`config.mk`:
```
export PLATFORM = sky130hd
export DESIGN_NAME = bemf_zero_cross_commutation_timer_unit
export DESIGN_NICKNAME = d
export VERILOG_FILES = /design/src/hdl/bzc_pkg.sv /design/src/hdl/bemf_zero_cross_commutation_timer_unit.sv /design/src/hdl/bzc_regs.sv /design/src/hdl/bzc_div.sv
export SDC_FILE = /design/constraint.sdc
export NUM_CORES = 1
export LEC_CHECK = 0
export ABC_AREA = 1
export BUFFER_PORTS_ARGS = -buffer_cell sky130_fd_sc_hd__buf_2
export CORE_MARGIN = 1.5
export CORE_UTILIZATION = 55
export DETAILED_ROUTE_END_ITERATION = 16
export HOLD_SLACK_MARGIN = 0.08
export PLACE_DENSITY = 0.81
export SLEW_MARGIN = 25
export SYNTH_ARGS = -nofsm -noshare
export SYNTH_HDL_FRONTEND = slang
export SYNTH_SLANG_ARGS = --single-unit
```
`constraint.sdc`:
```
create_clock -name clk -period 4.7 [get_ports clk]
set_clock_uncertainty 0.05 [all_clocks]
set_input_delay 0.47 -clock clk [delete_from_list [all_inputs] [get_ports clk]]
set_output_delay 0.47 -clock clk [all_outputs]
set_load 0.03 [all_outputs]
```
`src/hdl/bzc_pkg.sv`:
```
package bzc_pkg;

  localparam int unsigned SAMPLE_W    = 12;
  localparam int unsigned TIME_W      = 16;
  localparam int unsigned QUAL_W      = 8;
  localparam int unsigned DIV_CNT_W   = $clog2(TIME_W + 1);
  localparam int unsigned APB_ADDR_W  = 4;
  localparam int unsigned APB_DATA_W  = 32;

  localparam logic [DIV_CNT_W-1:0] DIV_STEPS = DIV_CNT_W'(TIME_W);

  localparam logic                RST_SCHEDULE_ENABLE = 1'b0;
  localparam logic [TIME_W-1:0]   RST_ANGLE_DIVISOR   = TIME_W'(4);
  localparam logic [SAMPLE_W-1:0] RST_RISE_THRESHOLD  = SAMPLE_W'(25);

  typedef enum logic [1:0] {
    REG_SCHEDULE_ENABLE = 2'd0,
    REG_ANGLE_DIVISOR   = 2'd1,
    REG_RISE_THRESHOLD  = 2'd2
  } reg_idx_t;

  typedef enum logic [1:0] {
    S_IDLE,
    S_EVAL,
    S_DIV,
    S_LOAD
  } state_t;

  typedef struct packed {
    logic                schedule_enable;
    logic [TIME_W-1:0]   angle_divisor;
    logic [SAMPLE_W-1:0] rise_threshold;
  } cfg_t;

  typedef struct packed {
    logic                rising_slope;
    logic [SAMPLE_W-1:0] bemf_sample;
    logic [TIME_W-1:0]   now_count;
    logic [TIME_W-1:0]   last_commutation_time;
  } sample_t;

  typedef struct packed {
    logic              crossing_found;
    logic [TIME_W-1:0] measured_period;
    logic              compare_write;
    logic [TIME_W-1:0] next_commutation_time;
    logic [TIME_W-1:0] crossings_seen;
  } result_t;

endpackage

```
`src/hdl/bemf_zero_cross_commutation_timer_unit.sv`:
```
// a sample transaction passes from evaluation to the result load, and through the
// bit-serial divider in between when a crossing schedules the compare
// throughput: one transaction at a time; sample_stall stays high until the result is loaded
// a further sample is taken while an earlier result still waits in the output register
// reset (synchronous) clears qualify counters, crossing count and period, and
// returns registers to schedule_enable 0, angle_divisor 4, rise_threshold 25
module bemf_zero_cross_commutation_timer_unit
  import bzc_pkg::*;
(
  input  logic                  clk,
  input  logic                  rst,
  input  logic                  sample_valid,
  output logic                  sample_stall,
  input  sample_t               sample,
  output logic                  result_valid,
  input  logic                  result_stall,
  output result_t               result,
  input  logic                  psel,
  input  logic                  penable,
  input  logic                  pwrite,
  input  logic [APB_ADDR_W-1:0] paddr,
  input  logic [APB_DATA_W-1:0] pwdata,
  output logic [APB_DATA_W-1:0] prdata,
  output logic                  pready
);

  cfg_t              cfg;
  state_t            state;
  state_t            state_next;
  sample_t           item;
  logic              div_start;
  logic              div_done;
  logic [TIME_W-1:0] quot;
  logic [QUAL_W-1:0] fall_cnt;
  logic [QUAL_W-1:0] rise_cnt;
  logic [TIME_W-1:0] cross_cnt;
  logic [TIME_W-1:0] period;
  logic [TIME_W-1:0] period_next;
  logic              found;
  logic              found_next;
  logic              wr_cmp;
  logic [TIME_W-1:0] next_time;
  logic              take;
  logic              load;

  bzc_regs u_regs (
    .clk     (clk),
    .rst     (rst),
    .psel    (psel),
    .penable (penable),
    .pwrite  (pwrite),
    .paddr   (paddr),
    .pwdata  (pwdata),
    .prdata  (prdata),
    .pready  (pready),
    .cfg     (cfg)
  );

  bzc_div u_div (
    .clk   (clk),
    .rst   (rst),
    .start (div_start),
    .num   (period_next),
    .den   (cfg.angle_divisor),
    .done  (div_done),
    .quot  (quot)
  );

  assign take        = sample_valid && !sample_stall;
  assign period_next = item.now_count - item.last_commutation_time;

  always_comb begin
    if (item.rising_slope) begin
      found_next = (item.bemf_sample > cfg.rise_threshold) && (rise_cnt > QUAL_W'(1));
    end else begin
      found_next = (item.bemf_sample == '0) && (fall_cnt > QUAL_W'(1));
    end
  end

  always_ff @(posedge clk) begin
    if (rst) begin
      state <= S_IDLE;
    end else begin
      state <= state_next;
    end
  end

  always_comb begin
    state_next   = state;
    sample_stall = 1'b1;
    div_start    = 1'b0;
    load         = 1'b0;
    unique case (state)
      S_IDLE: begin
        sample_stall = 1'b0;
        if (sample_valid) begin
          state_next = S_EVAL;
        end
      end
      S_EVAL: begin
        if (found_next && cfg.schedule_enable) begin
          div_start  = 1'b1;
          state_next = S_DIV;
        end else begin
          state_next = S_LOAD;
        end
      end
      S_DIV: begin
        if (div_done) begin
          state_next = S_LOAD;
        end
      end
      S_LOAD: begin
        if (!result_valid || !result_stall) begin
          load       = 1'b1;
          state_next = S_IDLE;
        end
      end
      default: state_next = S_IDLE;
    endcase
  end

  always_ff @(posedge clk) begin
    if (take) begin
      item <= sample;
    end
  end

  always_ff @(posedge clk) begin
    if (rst) begin
      fall_cnt  <= '0;
      rise_cnt  <= '0;
      cross_cnt <= '0;
      period    <= '0;
    end else if (state == S_EVAL) begin
      if (item.rising_slope) begin
        rise_cnt <= found_next ? '0 : rise_cnt + 1'b1;
      end else begin
        fall_cnt <= found_next ? '0 : fall_cnt + 1'b1;
      end
      if (found_next) begin
        cross_cnt <= cross_cnt + 1'b1;
        period    <= period_next;
      end
    end
  end

  always_ff @(posedge clk) begin
    if (state == S_EVAL) begin
      found     <= found_next;
      wr_cmp    <= found_next && cfg.schedule_enable;
      next_time <= '0;
    end else if (state == S_DIV && div_done) begin
      next_time <= item.now_count + quot;
    end
  end

  always_ff @(posedge clk) begin
    if (rst) begin
      result_valid <= 1'b0;
    end else if (load) begin
      result_valid <= 1'b1;
    end else if (!result_stall) begin
      result_valid <= 1'b0;
    end
  end

  always_ff @(posedge clk) begin
    if (load) begin
      result.crossing_found        <= found;
      result.measured_period       <= period;
      result.compare_write         <= wr_cmp;
      result.next_commutation_time <= next_time;
      result.crossings_seen        <= cross_cnt;
    end
  end

  a_take_eval: assert property (@(posedge clk) disable iff (rst)
    take |=> state == S_EVAL)
    else $error("accepted sample did not enter evaluation");

  a_div_sched: assert property (@(posedge clk) disable iff (rst)
    div_start |-> cfg.schedule_enable && found_next)
    else $error("divider started without a scheduled crossing");

  a_cross_cnt: assert property (@(posedge clk) disable iff (rst)
    (state == S_EVAL && found_next) |=> cross_cnt == $past(cross_cnt) + 1'b1)
    else $error("crossing count not advanced");

  a_no_write_zero: assert property (@(posedge clk) disable iff (rst)
    (result_valid && !result.compare_write) |-> result.next_commutation_time == '0)
    else $error("compare time set without compare write");

  a_write_found: assert property (@(posedge clk) disable iff (rst)
    (result_valid && result.compare_write) |-> result.crossing_found)
    else $error("compare write without crossing");

endmodule

```
`src/hdl/bzc_regs.sv`:
```
module bzc_regs
  import bzc_pkg::*;
(
  input  logic                  clk,
  input  logic                  rst,
  input  logic                  psel,
  input  logic                  penable,
  input  logic                  pwrite,
  input  logic [APB_ADDR_W-1:0] paddr,
  input  logic [APB_DATA_W-1:0] pwdata,
  output logic [APB_DATA_W-1:0] prdata,
  output logic                  pready,
  output cfg_t                  cfg
);

  reg_idx_t idx;
  logic     wr;

  assign idx    = reg_idx_t'(paddr[APB_ADDR_W-1:2]);
  assign wr     = psel && penable && pwrite;
  assign pready = 1'b1;

  always_ff @(posedge clk) begin
    if (rst) begin
      cfg.schedule_enable <= RST_SCHEDULE_ENABLE;
      cfg.angle_divisor   <= RST_ANGLE_DIVISOR;
      cfg.rise_threshold  <= RST_RISE_THRESHOLD;
    end else if (wr) begin
      unique case (idx)
        REG_SCHEDULE_ENABLE: cfg.schedule_enable <= pwdata[0];
        REG_ANGLE_DIVISOR:   cfg.angle_divisor   <= pwdata[TIME_W-1:0];
        REG_RISE_THRESHOLD:  cfg.rise_threshold  <= pwdata[SAMPLE_W-1:0];
        default: ;
      endcase
    end
  end

  always_comb begin
    prdata = '0;
    unique case (idx)
      REG_SCHEDULE_ENABLE: prdata = APB_DATA_W'(cfg.schedule_enable);
      REG_ANGLE_DIVISOR:   prdata = APB_DATA_W'(cfg.angle_divisor);
      REG_RISE_THRESHOLD:  prdata = APB_DATA_W'(cfg.rise_threshold);
      default:             prdata = '0;
    endcase
  end

endmodule

```
`src/hdl/bzc_div.sv`:
```
module bzc_div
  import bzc_pkg::*;
(
  input  logic              clk,
  input  logic              rst,
  input  logic              start,
  input  logic [TIME_W-1:0] num,
  input  logic [TIME_W-1:0] den,
  output logic              done,
  output logic [TIME_W-1:0] quot
);

  logic [TIME_W-1:0]    rem;
  logic [TIME_W-1:0]    quo;
  logic [DIV_CNT_W-1:0] cnt;
  logic [TIME_W:0]      trial;
  logic [TIME_W+1:0]    diff;
  logic                 ge;

  // restoring step, one quotient bit a cycle
  assign trial = {rem, quo[TIME_W-1]};
  assign diff  = {1'b0, trial} - {2'b00, den};
  assign ge    = !diff[TIME_W+1];
  assign quot  = quo;

  always_ff @(posedge clk) begin
    if (rst) begin
      cnt  <= '0;
      done <= 1'b0;
    end else begin
      done <= 1'b0;
      if (start) begin
        cnt <= DIV_STEPS;
      end else if (cnt != '0) begin
        cnt <= cnt - 1'b1;
        if (cnt == DIV_CNT_W'(1)) begin
          done <= 1'b1;
        end
      end
    end
  end

  always_ff @(posedge clk) begin
    if (start) begin
      rem <= '0;
      quo <= num;
    end else if (cnt != '0) begin
      rem <= ge ? diff[TIME_W-1:0] : trial[TIME_W-1:0];
      quo <= {quo[TIME_W-2:0], ge};
    end
  end

endmodule
```
# After elaboration in Yosys (flattened, before gate mapping)
# Cells that the tools add are included.
[word_totals] register_bits=231 inputBits=88 out_inout_bits=85 word_cells=95
[op_classes] n_lt_le_gt_ge=3 mux=22 bitwise_logic=2 n_eq_ne=10 add_sub_neg=7 reduce_logical=25
[op_table] cell="two-way mux 16 bit" count=3
[op_table] cell="case mux 16 bit (3 select lines)" count=1
[op_table] cell="subtractor 17 x 16 -> 18 bit" count=1
[op_table] cell="adder 16 x 1 -> 16 bit (second input constant)" count=1
[op_table] cell="adder 16 bit" count=1
[op_table] cell="adder 8 x 1 -> 8 bit (second input constant)" count=2
[op_table] cell="> comparator 8 x 1 -> 1 bit (second input constant)" count=2
[op_table] cell="two-way mux 8 bit" count=2
[op_table] cell="subtractor 16 bit" count=1
[op_table] cell="> comparator 12 bit" count=1
[op_table] cell="logical NOT 12 bit" count=1
[op_table] cell="AND reduction 2 bit" count=6
[op_table] cell="two-way mux 1 bit" count=10
[op_table] cell="two-way mux 5 bit" count=2
[op_table] cell="case mux 2 bit (4 select lines)" count=1
[op_table] cell="logical AND 1 bit" count=7
[op_table] cell="== test 2 bit (second input constant)" count=3
[op_table] cell="two-way mux 2 bit" count=3
[op_table] cell="== test 5 x 1 -> 1 bit (second input constant)" count=1
[op_table] cell="nonzero test 5 bit" count=1
[op_table] cell="subtractor 5 x 1 -> 5 bit (second input constant)" count=1
[op_table] cell="== test 2 x 1 -> 1 bit (second input constant)" count=2
[op_table] cell="logical NOT 2 bit" count=2
[op_table] cell="inequality test 2 x 1 -> 1 bit (second input constant)" count=2
[op_table] cell="other kinds (8)" count=12

# Logic depth before layout (Yosys ltp)
# Gate-level depths: netlist (run 1).
[logic_depth] word_depth=7 depth_mapped=16 mapped_depth_nobuf=15

# Hierarchy
# A second synthesis (run 1) with hierarchy kept.
[hier_totals] hier_cells=1584 area_unflattened_um2=12603.3
[modules_own_cells] mod="bemf_zero_cross_commutation_timer_unit" instances=1 cells_each=916 area_per_inst_um2=8192.9 seq_area_each_um2=4254.1
[modules_own_cells] mod="bzc_div" instances=1 cells_each=421 area_per_inst_um2=2855.2 seq_area_each_um2=920.9
[modules_own_cells] mod="bzc_regs" instances=1 cells_each=247 area_per_inst_um2=1555.2 seq_area_each_um2=580.6

# Worst setup path after synthesis (run 1)
# Ideal clock, no wire load.
[synth_timing] path_kind="reg-to-reg" startpoint="register state[0]" endpoint="register result[0] (netlist name), enable pin" arrival_time_ns=2.998 required_time_ns=4.176 period_less_slack_ns=3.522 path_slack_ns=1.178 n_path_buf=0 stages_incl_launch_ff=4 setup_ns=0.474 cell_sequence="dfxtp_1 -> ha_1 -> inv_1 -> a21oi_1"
[synth_between] elab_chain_len=2
[synth_rtl] element="from (decl)" line_no="bemf_zero_cross_commutation_timer_unit.sv:28" rtl="state_t state;"
[synth_rtl] element="from (signal assigned)" line_no="bemf_zero_cross_commutation_timer_unit.sv:84" rtl="state <= state_next;"
[synth_rtl] element="== test 2 bit" line_no="bemf_zero_cross_commutation_timer_unit.sv:93" rtl="unique case (state)"
[synth_rtl] element="two-way mux 1 bit" line_no="bemf_zero_cross_commutation_timer_unit.sv:93"
[synth_rtl] element="via load" line_no="bemf_zero_cross_commutation_timer_unit.sv:44" rtl="logic load;"
[synth_rtl] element="to (decl)" line_no="bemf_zero_cross_commutation_timer_unit.sv:17" rtl="output result_t result,"
# The timed path passes the listed nets, and every way through them passes these cells.
# A chain may end at the register's enable or synchronous reset.

# Worst setup path in the final report (run 1)
[layout_timing] startpoint="register item[39] (netlist name)" endpoint="register u_div.quo[8] (netlist: u_div.quot[8]), enable pin"
[layout_between] elab_chain_len=7
[layout_rtl] element="from (decl)" line_no="bemf_zero_cross_commutation_timer_unit.sv:30" rtl="sample_t item;"
[layout_rtl] element="from (signal assigned)" line_no="bemf_zero_cross_commutation_timer_unit.sv:125" rtl="item <= sample;"
[layout_rtl] element="> comparator 12 bit / logical NOT 12 bit (equally long branches)" line_no="bemf_zero_cross_commutation_timer_unit.sv:74, bemf_zero_cross_commutation_timer_unit.sv:76"
[layout_rtl] element="logical AND 1 bit (on tied branches)" line_no="bemf_zero_cross_commutation_timer_unit.sv:74, bemf_zero_cross_commutation_timer_unit.sv:76"
[layout_rtl] element="two-way mux 1 bit *" line_no="bemf_zero_cross_commutation_timer_unit.sv:73" rtl="if (item.rising_slope) begin"
[layout_rtl] element="logical AND 1 bit *" line_no="bemf_zero_cross_commutation_timer_unit.sv:101" rtl="if (found_next && cfg.schedule_enable) begin"
[layout_rtl] element="two-way mux 1 bit *" line_no="bemf_zero_cross_commutation_timer_unit.sv:101"
[layout_rtl] element="two-way mux 1 bit *" line_no="bemf_zero_cross_commutation_timer_unit.sv:93"
[layout_rtl] element="nonzero test 2 bit (no line) *"
[layout_rtl] element="to (signal assigned)" line_no="bzc_div.sv:46" rtl="quo <= num;"
[layout_rtl] element="to (signal assigned)" line_no="bzc_div.sv:49" rtl="quo <= {quo[TIME_W-2:0], ge};"
[layout_rtl] element="to (decl)" line_no="bzc_div.sv:14" rtl="logic [TIME_W-1:0] quo;"
# Mark *: on every way between the ends. The rest lies on a longest branch, timed or not.

==> results of run 1 <==
[layout make-up]
type	instances	area share
sequential	231	0.4034
multi-input combinational	1019	0.3811
timing repair buffer	185	0.08068
inverter	210	0.05534
clock buffer	29	0.04709
tap	280	0.02455
clock inverter	15	0.007805
[registers in the layout, summed over array words and instances, names as in the netlist]
name and count:
result 50, item 45, u_regs.cfg 29, cross_cnt 16
next_time 16, period 16, u_div.quot 16, u_div.rem 16
fall_cnt 8, rise_cnt 8, u_div.cnt 5, state 2
found 1, result_valid 1, u_div.done 1, wr_cmp 1
[worst max-delay path, stage by stage, from the launching register on]
cell      delay (ns)
edfxtp_1        0.47
ha_1            0.33
nand2_1         0.10
nor2_1          0.05
nand2_1         0.08
inv_1           0.05
nand2_1         0.06
nand3_1         0.14
nand2_4         0.13
nand2_2         0.22
nand3_2         0.13
buf_4           0.49
nand2_1         0.58
[power by group]
group / leakage (nW) / internal, mW / switching, mW
sequential: 2.03 / 2.61 / 0.235
combinational: 4.23 / 1.19 / 2.34
clock: 0.383 / 1.08 / 0.788
total: 6.64 / 4.87 / 3.36
[placed cells by master, fill, tap and decap left out, types with 2 or more instances in the layout]
cell type        n
a21o_1           5
o21a_1           2
xor2_1          26
o211ai_1         4
clkinv_4         3
fa_1             3
a21oi_1        103
a21oi_4          2
nor3_1          18
clkinvlp_4       2
xnor2_1         19
o22ai_1         11
or2_2            3
dfxtp_1        118
or2_1            2
conb_1          17
clkinv_2         6
nand4_1         29
o21ai_1          4
o21bai_1         2
clkbuf_16       26
nand2_1        357
dlygate4sd3_1   42
inv_1          201
buf_4            6
inv_2            7
nor2_1         125
nor3b_1          2
nand2_2          6
clkinv_1         5
o21ai_0         57
nor2_2           4
edfxtp_1       113
ha_1            72
nand3b_1         9
clkbuf_1         2
nand3_1        127
buf_2          137
[layer usage]
layer | global-route usage | up-vias | routed length, um
met3 | 0.03925 | 54 | 2484
met2 | 0.4184 | 402 | 13750
li1 | - | 5221 | -
met4 | 0.07582 | 0 | 648
met5 | 0 | - | 0
met1 | 0.3462 | 4865 | 12910
[kinds of logic (layout without fill, tap and decap cells)]
family / count (synthesis) / after routing / share of synthesized area
xor gates and xnor gates: 45 / 45 / 0.03214
buffers and inverters: 269 / 439 / 0.09306
DFF: 231 / 231 / 0.4694
AOI/OAI and AO/OA: 193 / 193 / 0.08429
adders and majority gates: 76 / 76 / 0.07939
other: 2 / 17 / 0.0006125
and+or+nand+nor: 688 / 688 / 0.2411
[worst paths after layout]
kind	slack (ns)	from	end
max	1.39	item[39]	u_div.quot[8]
max reg2reg	1.39	item[39]	u_div.quot[8]
min reg2reg	0.38	found	result[49]
min	0.10	sample[0]	item[0]
==> metrics.md, run 1 <==
| Metric | Value |
|---|---|
| TNS Setup | `0 ns` |
| Final hold slack | `0.1002 ns` |
| Final Util | `0.6538` |
| Core Region | `21820 sq um` |
| Chip Height | `approximately 150 um` |
| Total power | `a little over 8 mW` |
| Post-synth EDFFs | `roughly 110` |
| Worst setup SP type | `register` |
| Diode count | `0` |
| Drt pass-1 iters | `6` |
| CTS tree | `built` |
| Crit-path max FO | `59` |
| Vias | `10540` |
| Die Span X | `152.3 um` |
| # port buffers | `~140` |
| Register area share after synthesis | `0.4694` |
| Register area | `5756 sq um` |
| Dpl hpwl | `between 20000 and 25000 um` |
| DRC violation total after the first TritonRoute iteration | `729` |
| Cells after synthesis | `1504` |
| Pre-CTS setup slack | `1.481 ns` |
| Sink Count | `about 230` |
| Asr flop ratio synth | `0` |
| WS Path Type | `register to register` |
| Vias in the first global route | `10000` |
| Yosys reg bits | `231` |
| DRC | `0` |
| Synthesis warning total | `0` |
| Commonest cells post-synth | `358 x nand2_1, 202 x inv_1, 127 x nand3_1` |
| Clock slew at reported path FFs | `~0.06 ns` |
| I/O Pins | `173` |
| Gr ovfl total | `0` |
| Hold Path Class | `input pin to register` |
| Final setup viols | `0` |
| Max H-tree Level | `1` |
| Number of vias per cell | `5.354` |
| Peak supply drop | `0.3594 mV` |
| Synth Area per Inst | `just over 8 sq um` |
| Placed inst area | `around 13000 sq um` |
| Final WS setup | `1.392 ns` |
| Initial antenna violation count | `0` |
| Share of post-route cells with drive strength above 1 | `0.1249` |
| Outcome | `complete, no violations` |
| Critical path endpoint category | `register` |
| Largest net degree at the start of global routing | `60` |
| Num rows | `54` |
| Most frequent cell after synthesis | `nand2_1` |
| Fin crit share | `0.7039` |
| Area taken by multi-input logic gates | `5438 sq um` |
| Global-route wire length before repair | `48650 um` |
| Worst Tran Pin Value | `0.8942 ns` |
| Nets | `~1800` |
| Post-Syn Area | `roughly 12000 sq um` |
| Worst-skew pair later-pin latency | `0.52 ns` |
| PwrDens | `just under 600 nW/um^2` |
| CTS Root Cell | `clkbuf_16` |
| RD Place Congestion | `just under 1` |
| Slew Limit Fails | `0` |
| CTS buffer count | `24` |
| Final hold vios | `0` |
| Max Freq | `just over 0.3 GHz` |
| Cts repair resizes | `0` |
| Final cell count without fillers | `1969` |
| Top FF cell, synth | `dfxtp_1` |
| Cts-stage hold buffer count | `41` |
| Fin crit period | `~3.3 ns` |
| Worst reg-to-reg path cell count | `12` |
| Area leader, netlist | `edfxtp_1` |
| Yosys cell types | `44` |
| Routed WL | `about 30000 um` |
| Synth top area share | `0.2767` |
| Static leakage | `6.640 nW` |
| Unrepaired setup endpoints after global routing | `false` |
| Final Instance Area | `around 14000 sq um` |
| Tot GR Track Use | `0.2539` |
| Critical Path RT | `between 4 and 5 ns` |
| Hold path depth | `1` |
| Max-cap violations | `0` |
| Top post-synthesis cells by area | `edfxtp_1 28%, dfxtp_1 19%, nand2_1 11%, ha_1 7.4%, inv_1 6.2%` |
| Postcts setup bufs | `0` |
| Die area | `approximately 23000 sq um` |
| Drt wl/cell | `~15 um` |
| Slew Limit Headroom | `0.4022` |
| Fillers | `~1800` |
| Post-route ant nets | `0` |
| Initial Utilization | `0.5619` |
| Arr. time, crit path | `around 3.4 ns` |
| Clk buf depth | `3` |
| Placed cell count | `1883` |
| Area growth, synth to finish | `16.36%` |
(Power assumes the default switching activity.)
==> run 2: changes to the inputs <==
- CORE_UTILIZATION: 55 -> 52
- PLACE_DENSITY: 0.81 -> 0.8
- clock period: 4.7 -> 2.98 ns (I/O delays scaled with it)
==> metrics.md, run 2 (synthesis gave the netlist of run 1 again) <==
| Metric | Value |
|---|---|
| Psw | `5.266 mW (+57%)` |
| Biggest regs | `result: 50 flops, item: 45 flops, u_regs.cfg: 29 flops` |
| Final hold slack | `0.1363 ns (+0.03611 ns)` |
| Placed inst area | `13170 sq um (+0.83%)` |
| PwrDens | `893.1 nW/um^2 (+55%)` |
| Vias | `10640 (+0.92%)` |
| Area growth, synth to finish | `18.89%` |
| Cts repair resizes | `0 (unchanged)` |
| Fin crit period | `2.404 ns (-0.9044 ns)` |
| Drt wl/cell | `14.81 um (-2.1%)` |
| Die Span X | `156.6 um (+2.8%)` |
| Fillers | `1939 (+6.8%)` |
| Dpl hpwl | `20780 um (-1.9%)` |
| Number of vias per cell | `5.215 (-2.6%)` |
| CTS Root Cell | `clkbuf_16` |
| RD Place Congestion | `0.9262 (-3.9%)` |
| CTS buffer count | `25 (+4.2%)` |
| Diode count | `0 (unchanged)` |
| CTS tree | `built` |
| Post-route ant nets | `0 (unchanged)` |
| Gr ovfl total | `0 (unchanged)` |
| Register share of total power | `0.345 (about the same)` |
| Nets | `1866 (+1.7%)` |
| Total power | `13.02 mW (+58%)` |
| Max H-tree Level | `1 (unchanged)` |
| Num rows | `56 (+3.7%)` |
| Slew Limit Headroom | `0.4953 (+0.09309)` |
| Clock slew at reported path FFs | `0.06 ns (about the same)` |
| Share of post-route cells with drive strength above 1 | `0.1238 (-0.001161)` |
| Crit-path max FO | `17 (-71%)` |
| Routed WL | `30220 um (+1.5%)` |
| Initial antenna violation count | `0 (unchanged)` |
| Worst setup SP type | `register` |
| Top reg by flops | `result` |
| I/O Pins | `173 (unchanged)` |
| Arr. time, crit path | `2.74 ns (-0.62 ns)` |
| Commonest non-fill, non-tap cell in the layout | `nand2_1` |
| Fin crit share | `0.8067 (+0.1028)` |
| Outcome | `complete, no violations` |
| Combinational Power Share | `0.428 (about the same)` |
| Slew Limit Fails | `0 (unchanged)` |
| Hold Path Class | `input pin to register` |
| Critical path endpoint category | `register` |
| Sink Count | `231 (unchanged)` |
| Chip Height | `156.6 um (+2.8%)` |
| Hold path depth | `4 (+3)` |
| WS Path Type | `register to register` |
| Core Region | `23330 sq um (+6.9%)` |
| Tot GR Track Use | `0.2456 (-0.008216)` |
| Cell internal pwr | `7.754 mW (+59%)` |
| Final hold vios | `0 (unchanged)` |
| Most frequent cells in the layout | `358 x nand2_1, 201 x inv_1, 137 x buf_2, 127 x nand3_1, 125 x nor2_1` |
| Max FFs per register | `50 (unchanged)` |
| Pre-CTS setup slack | `0.6121 ns (-0.8689 ns)` |
| Worst reg-to-reg path cell count | `14 (+2)` |
| Worst-skew pair later-pin latency | `0.53 ns (about the same)` |
| Critical Path RT | `3.32 ns (-1.43 ns)` |
| Max-cap violations | `0 (unchanged)` |
| Peak supply drop | `0.7460 mV (+110%)` |
| Largest net degree at the start of global routing | `51 (-15%)` |
| Final setup viols | `0 (unchanged)` |
| Clk buf depth | `3 (unchanged)` |
| Final WS setup | `0.5762 ns (-0.8156 ns)` |
| Clk pwr share | `0.227 (about the same)` |
| Global-route wire length before repair | `48150 um (-1.0%)` |
| Drt pass-1 iters | `6 (unchanged)` |
| Static leakage | `6.765 nW (+1.9%)` |
| DRC violation total after the first TritonRoute iteration | `726 (-0.41%)` |
| DRC | `0 (unchanged)` |
| Max Freq | `0.4160 GHz (+38%)` |
| TNS Setup | `0 ns (unchanged)` |
| Final Instance Area | `14580 sq um (+2.2%)` |
| Vias in the first global route | `9890 (-1.1%)` |
| Switching Fraction | `0.4045 (-0.003765)` |
| Worst Tran Pin Value | `0.7562 ns (-0.1380 ns)` |
| # port buffers | `137 (unchanged)` |
| Initial Utilization | `0.5255 (-0.03634)` |
| Unrepaired setup endpoints after global routing | `false` |
| Die area | `24510 sq um (+5.7%)` |
[run 2: changes by cell type in the layout (fill, tap and decap cells not counted), moves of 2 or more]
cell           previous run  this run
clkinvlp_4                2         0
clkinv_1                  5         3
clkbuf_1                  2        11
dlygate4sd3_1            42        64
buf_4                     6        14
clkinv_4                  3         0
[run 2: area by class of cell]
| cell class | instances | area [sq um] | area share |
|---|---|---|---|
| clock inverter | 10 | 101.3 | 0.006952 |
| multi-input combinational | 1019 | 5435 | 0.3728 |
| tap | 319 | 399.1 | 0.02738 |
| inverter | 210 | 788.3 | 0.05407 |
| sequential | 231 | 5756 | 0.3948 |
| clock buffer | 36 | 666.9 | 0.04575 |
| timing repair buffer | 215 | 1431 | 0.09819 |
[run 2: what timing repair did]
| action | CTS | global route |
|---|---|---|
| endpoints found under the hold margin | 75 | 0 |
| setup buffers | 0 | 0 |
| hold buffers | 64 | 0 |
[run 2: critical path: stages, from the launching register on]
cell	delay [ns]
dfxtp_1	0.31
inv_1	0.12
ha_1	0.32
nand2_1	0.07
nor2_1	0.14
nand2_1	0.09
inv_1	0.06
nand2_1	0.04
nand3_1	0.13
nand2_4	0.09
nand2_2	0.10
nand2_1	0.29
buf_4	0.32
nand2_1	0.08
a21oi_1	0.06
[run 2: metal layers]
layer	GRT usage	vias up	routed length, um
met2	0.4163	406	14600
met4	0.1016	0	1148
met5	0	-	0
met3	0.03988	90	1959
li1	-	5299	-
met1	0.3121	4844	12510
[run 2: path summary, 6_finish.rpt]
path,start,end,slack [ns]
worst min register to register,found,result[49],0.37
worst max-delay path,u_regs.cfg[10],cross_cnt[5],0.58
worst max register to register,u_regs.cfg[10],cross_cnt[5],0.58
worst min-delay path,paddr[3],u_regs.cfg[28],0.14
[run 2: power groups by stage]
stage	Clock, mW	Sequential (mW)	Combinational, mW
floorplan	0	4.56	4.07
global placement	0	4.51	5.23
detailed placement	0	4.53	5.38
CTS	3.00	4.47	5.50
global route	3.12	4.53	6.32
finish	2.96	4.49	5.58
[run 2: stage by stage]
step,instances,util
finish,2040,0.6248
global route,2040,0.6248
CTS,2040,0.6248
detailed placement,1930,0.5644
global placement,1930,0.5644
floorplan,1519,-
==> run 3: changes to the inputs <==
- clock period: 2.98 -> 2.2 ns (I/O delays scaled with it)
==> metrics.md, run 3 (synthesis gave the netlist of run 1 again) <==
| Metric | Value |
|---|---|
| Cell internal pwr | `11.11 mW (+43%)` |
| I/O Pins | `173 (unchanged)` |
| Most frequent cells in the layout | `349 x nand2_1, 198 x inv_1, 137 x buf_2, 124 x nand3_1, 120 x nor2_1` |
| Outcome | `complete, but fails checks` |
| Slew Limit Fails | `0 (unchanged)` |
| Initial Utilization | `0.5255 (unchanged)` |
| Drt pass-1 iters | `6 (unchanged)` |
| WS Path Type | `register to register` |
| RR Endpoint | `u_div.quot[2]` |
| Fin crit share | `1.033 (+0.2260)` |
| Failing checks | `setup timing` |
| Fin crit period | `2.272 ns (-0.1320 ns)` |
| Crit path top cell by count | `nor2_2` |
| PwrDens | `1204 nW/um^2 (+35%)` |
| Final cell count without fillers | `2086 (+2.3%)` |
| Critical path endpoint category | `register` |
| CTS Root Cell | `clkbuf_16` |
| RD Place Congestion | `0.9434 (+1.9%)` |
| Final WS setup | `-0.07181 ns (-0.6480 ns)` |
| Slew Limit Headroom | `0.6237 (+0.1284)` |
| Gr ovfl total | `0 (unchanged)` |
| Biggest regs | `result: 50 flops, item: 45 flops, u_regs.cfg: 29 flops` |
| R2r setup slk | `-0.07 ns (-0.65 ns)` |
| Num rows | `56 (unchanged)` |
| Max Freq | `0.4402 GHz (+5.8%)` |
| Peak supply drop | `0.8221 mV (+10%)` |
| Drt wl/cell | `15.32 um (+3.4%)` |
| Sink Count | `231 (unchanged)` |
| Arr. time, crit path | `2.49 ns (-0.25 ns)` |
| Delay of the slowest critical-path stage | `0.46 ns (+0.14 ns)` |
| Clk pwr share | `0.233 (+0.006)` |
| Global-route wire length before repair | `48650 um (+1.0%)` |
| Vias in the first global route | `10050 (+1.6%)` |
| DRC | `0 (unchanged)` |
| Max H-tree Level | `1 (unchanged)` |
| Critical Path RT | `2.42 ns (-0.90 ns)` |
| Crit path from | `item[39]` |
| Dpl hpwl | `21180 um (+1.9%)` |
| Unrepaired setup endpoints after global routing | `true` |
| Vias | `11020 (+3.5%)` |
| Max FFs per register | `50 (unchanged)` |
| Nets | `1913 (+2.5%)` |
| Combinational Power Share | `0.439 (+0.011)` |
| Core Region | `23330 sq um (unchanged)` |
| Share of post-route cells with drive strength above 1 | `0.1709 (+0.04715)` |
| # port buffers | `137 (unchanged)` |
| Critical Path End | `u_div.quot[2]` |
| CTS tree | `built` |
| Hold Path Class | `input pin to register` |
| Switching Fraction | `0.3997 (-0.004752)` |
| Clock slew at reported path FFs | `0.06 ns (about the same)` |
| Max-cap violations | `0 (unchanged)` |
| Final hold vios | `0 (unchanged)` |
| Area growth, synth to finish | `25.36%` |
| Static leakage | `7.100 nW (+4.9%)` |
| Clk buf depth | `3 (unchanged)` |
| Top reg by flops | `result` |
| Largest net degree at the start of global routing | `51 (unchanged)` |
| RR Startpoint | `item[39]` |
| Post-route ant nets | `0 (unchanged)` |
| CTS buffer count | `25 (unchanged)` |
| Tot GR Track Use | `0.2472 (+0.001546)` |
| Pre-CTS setup slack | `-0.09738 ns (-0.7095 ns)` |
| Worst reg-to-reg path cell count | `13 (-1)` |
| Critical-path cell list | `ha_4 -> nand2_2 -> nor2_2 -> nand2_2 -> nor2_2 -> nor2_2 -> nand2_4 -> nand2_8 -> nand3_4 -> buf_12 -> inv_2 -> nand2_1 -> nand2_1` |
| Routed WL | `31950 um (+5.7%)` |
| Worst Tran Pin Value | `0.5638 ns (-0.1924 ns)` |
| Initial antenna violation count | `0 (unchanged)` |
| Worst-skew pair later-pin latency | `0.52 ns (about the same)` |
| DRC violation total after the first TritonRoute iteration | `875 (+21%)` |
| Diode count | `0 (unchanged)` |
| Worst setup SP type | `register` |
| Number of vias per cell | `5.280 (+1.3%)` |
| Register share of total power | `0.328 (-0.017)` |
| Crit-path max FO | `20 (+3)` |
| Worst-path cell with the longest stage delay | `edfxtp_1` |
| Commonest non-fill, non-tap cell in the layout | `nand2_1` |
| Placed cell count | `1963 (+1.7%)` |
| Psw | `7.400 mW (+41%)` |
| Chip Height | `156.6 um (unchanged)` |
| Die area | `24510 sq um (unchanged)` |
| Die Span X | `156.6 um (unchanged)` |
| Final setup viols | `27 (+27)` |
-- run 3: cell types whose count changed in the layout (fill, tap and decap cells not counted), moves of 5 or more --
cell / change
buf_12: +6
buf_4: +33
nor2_2: +5
ha_4: +7
nand2_2: +6
clkbuf_1: -6
ha_1: -8
nor2_1: -5
nand2_1: -9
-- run 3: layout make-up --
type | count | area (sq um)
inverters | 210 | 788.3
repair buffers | 260 | 1907
multi-input cells | 1021 | 5669
fillers | 1780 | 7961
flip-flops and latches | 231 | 5756
clock buffers | 35 | 735.7
well taps | 319 | 399.1
clock inverters | 10 | 116.4
-- run 3: how the worst min path moves through the flow --
stage / start / slack [ns] / cells after the start / endpoint
2_1_floorplan: sample[0] / 0.27 / 0 / item[0]
3_3_place_gp: sample[1] / 0.35 / 1 / item[1]
3_5_place_dp: sample[44] / 0.35 / 1 / item[44]
4_1_cts: paddr[2] / 0.08 / 3 / u_regs.cfg[28]
5_1_grt: paddr[2] / 0.14 / 3 / u_regs.cfg[28]
6_report: paddr[2] / 0.12 / 3 / u_regs.cfg[28]
-- run 3: repair_timing --
item,CTS,global route
gates resized for setup,15,43
pin swaps,0,2
hold buffers,63,0
endpoints found under the hold margin,75,0
buffers inserted,0,9
gates cloned,2,4
setup endpoints to repair,59,96
-- run 3: worst max-delay path: cells and delay by family (launching register included) --
| kind | cells | cell delay [ns] |
|---|---|---|
| and+or+nand+nor | 10 | 0.96 |
| DFF | 1 | 0.46 |
| adders and majority gates | 1 | 0.32 |
| buffers and inverters | 2 | 0.24 |
-- run 3: power groups by stage --
| stage | sequential [mW] | combinational, mW | clock, mW |
|---|---|---|---|
| after floorplan | 6.17 | 5.54 | 0 |
| final | 6.07 | 8.13 | 4.32 |
| after detailed placement | 6.10 | 7.49 | 0 |
| after global placement | 6.08 | 7.32 | 0 |
| after CTS | 6.02 | 7.71 | 4.33 |
| after global routing | 6.13 | 9.18 | 4.51 |
-- run 3: metrics by stage --
stage	utilization	hold slack (ns)	area [sq um]	power (mW)	setup TNS [ns]
detailed placement	0.5770	0.3483	13460	13.60	-1.744
global route	0.6588	0.1395	15370	19.82	-7.398
floorplan	-	0.2689	12340	11.71	0
global placement	0.5770	0.3474	13460	13.40	-0.9291
CTS	0.6449	0.08206	15050	18.07	0
finish	0.6588	0.1247	15370	18.51	-0.6760
-- run 3: per-layer routing --
| metal | share of wire | track usage | wire [um] | vias to the layer above |
|---|---|---|---|---|
| li1 | - | - | - | 5384 |
| met1 | 0.42 | 0.3203 | 13430 | 5085 |
| met2 | 0.48 | 0.4250 | 15190 | 451 |
| met3 | 0.069 | 0.03185 | 2212 | 95 |
| met4 | 0.035 | 0.08707 | 1121 | 0 |
| met5 | 0 | 0 | 0 | - |
